--- src/rtl/gha_pkg.sv ---
// shared types, request and status codes for the generational handle allocator
package gha_pkg;

	localparam int REQ_W = 3;
	localparam int ID_W = 10;
	localparam int VER_IN_W = 32;
	localparam int STATUS_W = 2;

	localparam int DEF_MAX_SLOTS = 1024;
	localparam int DEF_VERSION_BITS = 32;

	localparam logic [REQ_W-1:0] REQ_CREATE = 3'd0;
	localparam logic [REQ_W-1:0] REQ_DESTROY = 3'd1;
	localparam logic [REQ_W-1:0] REQ_QUERY = 3'd2;
	localparam logic [REQ_W-1:0] REQ_LOOKUP = 3'd3;
	localparam logic [REQ_W-1:0] REQ_CLEAR = 3'd4;

	localparam logic [STATUS_W-1:0] ST_OK = 2'd0;
	localparam logic [STATUS_W-1:0] ST_BAD = 2'd1;
	localparam logic [STATUS_W-1:0] ST_FULL = 2'd2;

	typedef struct packed {
		logic accept;
		logic pop_rd;
		logic commit;
	} cmd_t;

	typedef struct packed {
		logic pop_path;
	} sts_t;

endpackage

--- src/rtl/gha_ctrl.sv ---
// controller state machine for the generational handle allocator
module gha_ctrl (
	input  logic          clk,
	input  logic          arst_n,
	input  logic          in_valid,
	output logic          in_stall,
	output logic          out_valid,
	input  logic          out_stall,
	input  gha_pkg::sts_t sts,
	output gha_pkg::cmd_t cmd
);

	typedef enum logic [2:0] {
		S_IDLE = 3'b001,
		S_POP  = 3'b010,
		S_EXEC = 3'b100
	} state_t;

	state_t state_q;
	state_t state_d;
	logic   out_valid_q;
	logic   out_free;

	assign out_free = !out_valid_q || !out_stall;
	assign in_stall = (state_q != S_IDLE);
	assign out_valid = out_valid_q;

	always_comb begin
		cmd = '0;
		state_d = state_q;
		case (state_q)
			S_IDLE: begin
				if (in_valid) begin
					cmd.accept = 1'b1;
					state_d = sts.pop_path ? S_POP : S_EXEC;
				end
			end
			S_POP: begin
				cmd.pop_rd = 1'b1;
				state_d = S_EXEC;
			end
			S_EXEC: begin
				if (out_free) begin
					cmd.commit = 1'b1;
					state_d = S_IDLE;
				end
			end
			default: begin
				state_d = S_IDLE;
			end
		endcase
	end

	always_ff @(posedge clk or negedge arst_n) begin
		if (!arst_n) begin
			state_q <= S_IDLE;
			out_valid_q <= 1'b0;
		end else begin
			state_q <= state_d;
			if (cmd.commit) begin
				out_valid_q <= 1'b1;
			end else if (!out_stall) begin
				out_valid_q <= 1'b0;
			end
		end
	end

endmodule

--- config.mk ---
export PLATFORM = sky130hd
export DESIGN_NAME = gha_ctrl
export DESIGN_NICKNAME = d
export VERILOG_FILES = /design/src/rtl/gha_pkg.sv /design/src/rtl/gha_ctrl.sv
export SDC_FILE = /design/constraint.sdc
export NUM_CORES = 1
export LEC_CHECK = 0
export BUFFER_PORTS_ARGS = -buffer_cell sky130_fd_sc_hd__buf_2
export CORE_AREA = 2 2 39 41
export CTS_BUF_LIST = sky130_fd_sc_hd__clkbuf_8
export DETAILED_ROUTE_END_ITERATION = 10
export DIE_AREA = 0 0 41 43
export GPL_ROUTABILITY_DRIVEN = 0
export HOLD_SLACK_MARGIN = 0.12
export PLACE_DENSITY_LB_ADDON = 0.1
export SETUP_SLACK_MARGIN = 0.2
export SLEW_MARGIN = 10
export SYNTH_ARGS = -nofsm -noshare
export SYNTH_HDL_FRONTEND = slang
export SYNTH_SLANG_ARGS = --single-unit
--- constraint.sdc ---
create_clock -name clk -period 1.1 [get_ports clk]
set_input_delay 0 -clock clk [delete_from_list [all_inputs] [get_ports clk]]
set_output_delay 0 -clock clk [all_outputs]
set_load 0.05 [all_outputs]
==> run metrics, run 1 <==
outcome complete, but fails checks; violated checks negative setup slack; CTS tree done; Yosys cell types 13; post-synth net total 24; first-pass GRT wire length 1.17 mm; total track usage 10.8%; pwr dens 1810 mW/mm2; global route overflow 0; final worst slack -0.212 ns; r2r setup slk -0.11 ns; register bit total from synthesis 4; hold crit path type primary input to flip-flop; multiplexer share of the synthesized area 0%; fin cells 60; per-cell routed wire length 10.7 um; CP endpoint kind output pin; Max Clock Skew 0.00530 ns; die area 0.00176 mm2; reg2reg end state_q[2]; TritonRoute pass-1 iters 2; Detail Route Antenna Nets 0; Logic pwr share 43.9%; RSZ-0062 raised after global routing yes; Rows 14; Starting Density 13.7%; clk buf depth 2; layout cells sized above 1 75.0%; Peak VDD IR 0.540 mV; Post-Place Cell Area 327 um2; Mapped Area 189 um2; critical path cell sequence or3b_4 > buf_6; final hold vios 0; Antenna Cells 0; r2r worst-path depth 3; most frequent cells in the layout buf_6, buf_4, buf_2; filler cell count 142; hpwl dp 419 um; worst hold slack 0.149 ns; sinks on the clock net 4; synth warn 0; Top Ports 10; critical path's slowest cell dfstp_2; number of max-cap violations 0; CP Class flip-flop to output pin; root buffer cell clkbuf_8; Pins Over Slew Limit 0; Hold Crit Start sts; complex-gate fraction of the synthesized area 5.30%; Port Buf Inserts 9; wirelength, routed 641 um; Synth Area in Simple Gates 41.1%; Critical Path AT 1.31 ns; Sw Share 34.1%; gate count of the mapped netlist 19; Rel. slew slack 86.5%; vias in the first global route 287; Die Width 41 um; Layout Utilization 37.3%; # setup viols final 6; Worst-Skew Late Latency 0.22 ns; highest cell delay on the worst timing path 0.55 ns; Tot Pwr 0.000938 W; P&R area growth vs syn 174%; Pint 0.000618 W; Num CTS Buffers 3; adder-cell area share of the yosys netlist 0%; CP top delay family flip-flops; largest net degree at the start of global routing 6; largest family of logic cells by synthesized area simple AND/OR/NAND/NOR gates; nets@finish 50; leakage 0.245 nW; initial antenna violation count 0; XOR/XNOR Fraction of Synth Area 0%; placed insts 49; worst path required time 1.10 ns; f_max 0.762 GHz; Core Area 0.00138 mm2; CP Launch Type flip-flop; Net Switching 0.000320 W; crit share post-route 119%; Flop pwr share 21.6%; Final Instance Area 517 um2; Vias/cell 4.08; H-tree depth 1; CP bufs+invs 1; sequential fraction of the synthesis area 53.6%; Worst Tran Pin Value 0.203 ns; via count 245; initial drt markers 3; hold path cells 3; Syn Area/Cell 9.94 um2; RR Startpoint state_q[0]; DRC violations left 0; Hold EP state_q[2]; clock network power share 34.4%; Final Critical Period 1.31 ns; CP max FO 5; Die H 43 um; Clock Pin Slew Worst Setup and Hold Paths 0.04 ns
==> power by group through the flow <==
stage | Clock [W] | Sequential, W | Combinational [W]
finish | 0.000323 | 0.000203 | 0.000412
global route | 0.000344 | 0.000205 | 0.000436
CTS | 0.000333 | 0.000202 | 0.000387
detailed placement | 0 | 0.000206 | 0.000282
global placement | 0 | 0.000208 | 0.000281
floorplan | 0 | 0.000235 | 0.000167
==> state kept, by name (all words and copies together) (netlist names) <==
name and count:
out_valid 1, state_q 3
==> routing by layer <==
layer	vias up	part of all wire [%]	wire length [um]	track usage, %
li1	116	-	-	-
met2	10	52	334	15.6
met1	115	35	224	8.82
met5	-	0	0	0
met3	4	8.1	52	6.28
met4	0	4.5	29	12.0
==> tightest hold or removal path, stage by stage <==
cell    delay [ns]
buf_2         0.11
nor3_2        0.12
or3_1         0.11
==> synth_stat cells <==
cell type	number	share of area [%]
nor2_1	3	6.0
a21oi_1	2	5.3
or3b_1	1	4.6
nand2_1	2	4.0
nand4b_1	1	4.6
or3b_2	1	4.6
or3_1	1	3.3
nand3b_1	1	4.0
dfstp_2	1	14
nor3_1	1	2.6
nor3b_1	1	4.0
and2_1	1	3.3
dfrtp_1	3	40
==> logic make-up after synthesis <==
logic type | count (synthesis)
AOI/OAI and AO/OA | 2
DFF | 4
and+or+nand+nor | 13
==> metrics by stage <==
step | setup WS (ns) | TNS, ns
floorplan | -0.142 | -0.370
detailed placement | -0.121 | -0.286
finish | -0.212 | -0.824
CTS | -0.215 | -0.781
global placement | -0.120 | -0.308
global route | -0.237 | -1.04
==> repair_timing <==
action                                  4_1_cts  5_1_grt
hold endpoints to repair                      6        0
gates resized for setup                      17        7
buffers inserted                              2        1
pin swaps                                     5        2
endpoints found under the setup margin        9       11
hold buffers                                  4        0
==> worst max path at each step <==
stage / start / cells after the start / slack [ns] / end
after CTS: state_q[0] / 2 / -0.21 / in_stall
after global placement: state_q[0] / 3 / -0.12 / state_q[2]
after floorplan: state_q[0] / 3 / -0.14 / state_q[1]
final: state_q[0] / 2 / -0.21 / in_stall
after global routing: state_q[0] / 2 / -0.24 / in_stall
after detailed placement: state_q[0] / 3 / -0.12 / state_q[2]
==> final cells by class <==
class	instances	area [um2]	area share (%)
Multi-Input combinational cell	15	146	28.3
Sequential cell	4	104	20.1
Tap cell	16	20.0	3.87
Clock buffer	3	41.3	7.99
Timing Repair Buffer	21	201	39.0
Clock inverter	1	3.75	0.726
No activity file was read; power rests on OpenSTA's default activity.
==> inputs of run 2 (changes only) <==
- ABC_AREA: default -> 1
- ABC_CLOCK_PERIOD_IN_PS: default -> 1100
- SLEW_MARGIN: 10 -> 20
==> run 2 against run 1 <==
Sequential share of layout area grew 0.98 points. Sequential cell count is the same. Routed wire length shrank 9.5%. Highest routed layer is now met3. The flow still finishes with violations (negative setup slack). Critical endpoint is now cmd[2]. Synthesized area grew 12%.
==> run metrics, run 2 <==
Pint 0.000788 W (+28%); critical path cell sequence nand3_4 > nor2_4 > buf_6; TritonRoute pass-1 iters 2 (unchanged); CP Class flip-flop to output pin; RSZ-0062 raised after global routing yes; register bit total from synthesis 4 (unchanged); Pins Over Slew Limit 0 (unchanged); synth cell count leaders nand2_1, inv_1, nand3_1, nor2_1, dfrtp_1; Post-CTS Hold Buffers 5 (+1); # setup viols final 4 (-2); synth warn 0 (unchanged); CP endpoint kind output pin; CP max FO 4 (-1); Yosys cell types 10 (-3); Num CTS Buffers 3 (unchanged); worst path required time 1.10 ns (about the same); vias in the first global route 248 (-14%); Starting Density 15.3% (+1.6 points); die area 0.00176 mm2 (unchanged); Rows 14 (unchanged); post-synth net total 34 (+42%); Critical Path AT 1.15 ns (-0.16 ns); filler cell count 161 (+13%); initial drt markers 3 (unchanged); P&R area growth vs syn 130%; H-tree depth 1 (unchanged); Max Clock Skew 0.00984 ns (+0.00454 ns); pre-CTS WS 0.0193 ns (+0.140 ns); CP Launch Type flip-flop; Area contributors post-synth dfrtp_1, dfstp_2, nand2_1, nand3_1, inv_1; Port Buf Inserts 9 (unchanged); Clock Pin Slew Worst Setup and Hold Paths 0.04 ns (about the same); hold path cells 3 (unchanged); initial antenna violation count 0 (unchanged); pwr dens 3010 mW/mm2 (+66%); most flop-heavy register state_q; ys async rst share 100% (unchanged); Die Width 41 um (unchanged); Peak VDD IR 0.771 mV (+43%); adder-cell area share of the yosys netlist 0% (unchanged); Worst-Skew Late Latency 0.22 ns (about the same); placed insts 54 (+10%); via count 262 (+6.9%); Hold Crit Start out_stall; critical path's slowest cell dfstp_2; Logic pwr share 57.9% (+14 points); sinks on the clock net 4 (unchanged); per-cell routed wire length 8.66 um (-19%); Most used DFF post-synth dfrtp_1; layout cells sized above 1 66.7% (-8.3 points); total track usage 9.06% (-1.7 points); final hold vios 0 (unchanged); most frequent cells in the layout buf_2, buf_6, dlygate4sd3_1; reg2reg end state_q[2]; f_max 0.866 GHz (+14%); Synth Area in Simple Gates 37.3% (-3.8 points); sequential fraction of the synthesis area 47.9% (-5.7 points); EDFF count, synth 0 (unchanged); multiplexer share of the synthesized area 0% (unchanged); area leader, netlist dfrtp_1; Vias/cell 3.91 (-4.2%); DRC violations left 0 (unchanged); gate count of the mapped netlist 29 (+10); largest family of logic cells by synthesized area simple AND/OR/NAND/NOR gates; clk buf depth 2 (unchanged); global route overflow 0 (unchanged); outcome complete, but fails checks; most frequent cell after synthesis nand2_1; r2r setup slk 0.01 ns (+0.12 ns); wirelength, routed 580 um (-9.5%); CTS tree done; root buffer cell clkbuf_8; Sw Share 46.2% (+12 points); top-area cell type share of the netlist area 35.5% (-4.2 points); Rel. slew slack 83.7% (-2.8 points); Tot Pwr 0.00147 W (+56%); highest cell delay on the worst timing path 0.57 ns (+0.02 ns); Die H 43 um (unchanged); r2r worst-path depth 7 (+4); hpwl dp 391 um (-6.7%); nets@finish 57 (+14%); Net Switching 0.000678 W (+110%); fin cells 67 (+12%); Syn Area/Cell 7.29 um2 (-27%); max reg flops 3 (unchanged); first-pass GRT wire length 1.00 mm (-15%); violated checks negative setup slack; XOR/XNOR Fraction of Synth Area 0% (unchanged); Worst Tran Pin Value 0.247 ns (+0.0440 ns); largest net degree at the start of global routing 5 (-1); final worst slack -0.0548 ns (+0.157 ns); Top Ports 10 (unchanged); number of max-cap violations 0 (unchanged); Mapped Area 211 um2 (+12%); clock network power share 21.6% (-13 points); Detail Route Antenna Nets 0 (unchanged); Hold EP out_valid; RR Startpoint state_q[0]; Flop pwr share 20.5% (-1.1 points); leakage 0.257 nW (+4.9%); Antenna Cells 0 (unchanged); hold crit path type primary input to flip-flop; Final Critical Period 1.15 ns (-0.157 ns); CP Launch Point state_q[0]; crit share post-route 105% (-14 points); complex-gate fraction of the synthesized area 2.37% (-2.9 points); Core Area 0.00138 mm2 (unchanged)
## run 2: cell count changes in the layout (fill, tap and decap cells not counted), sizes merged, moves of 2 or more
cell | before | now
or3b | 2 | 0
nand2 | 2 | 7
a21oi | 2 | 0
nand3 | 0 | 5
dlygate4sd3 | 3 | 5
inv | 1 | 8
buf | 17 | 13
## run 2: metrics by stage
stage                     utilization (%)  hold slack (ns)  setup TNS [ns]  cell area [um2]
after floorplan                         -           -0.296               0              238
after global placement               21.9           -0.194               0              303
after detailed placement             21.9           -0.190               0              303
after CTS                            33.7          0.00994          -0.142              467
after global routing                 35.2           0.0240          -0.380              487
final                                35.2          0.00716          -0.110              487
## run 2: metal layers
layer | global-route usage (%) | wire [um]
met1 | 10.7 | 223
met2 | 12.2 | 313
met3 | 4.71 | 44
met4 | 6.00 | 0
met5 | 0 | 0
## run 2: how the worst max path moves through the flow
stage	cells after the start	to	slack [ns]
final	3	cmd[2]	-0.05
after floorplan	4	state_q[2]	0.005
after detailed placement	7	state_q[2]	0.02
after global routing	3	cmd[2]	-0.09
after CTS	3	cmd[2]	-0.05
after global placement	7	state_q[2]	0.01
## run 2: cell type report
type                       instances  area [um2]  area share (%)
tap                               16        20.0            4.11
inverter                           7        26.3            5.40
clock buffer                       3        41.3            8.48
multi-input combinational         18         138            28.3
timing repair buffer              18         155            31.9
sequential                         4         103            21.1
clock inverter                     1        3.75           0.771
## run 2: power groups by stage
stage,sequential [W],combinational (W),clock [W]
after CTS,0.000295,0.000794,0.000325
after global routing,0.000312,0.000911,0.000340
after detailed placement,0.000289,0.000616,0
after global placement,0.000290,0.000618,0
after floorplan,0.000338,0.000452,0
final,0.000300,0.000849,0.000317
## run 2: what timing repair did
item	CTS	global route
gates resized for setup	12	6
setup buffers	4	0
endpoints found under the hold margin	7	1
endpoints found under the setup margin	8	8
pin swaps	3	2
## run 2: cells by family after synthesis
logic type             count (synthesis)
AO/OA/AOI/OAI                          1
flip-flops                             4
buffers and inverters                  7
AND/OR/NAND/NOR                       17
## run 2: worst max-delay path: cells and delay by family, from the launching register on
family	cells	cell delay [ns]
and+or+nand+nor	2	0.22
buffers and inverters	1	0.16
DFF	1	0.57
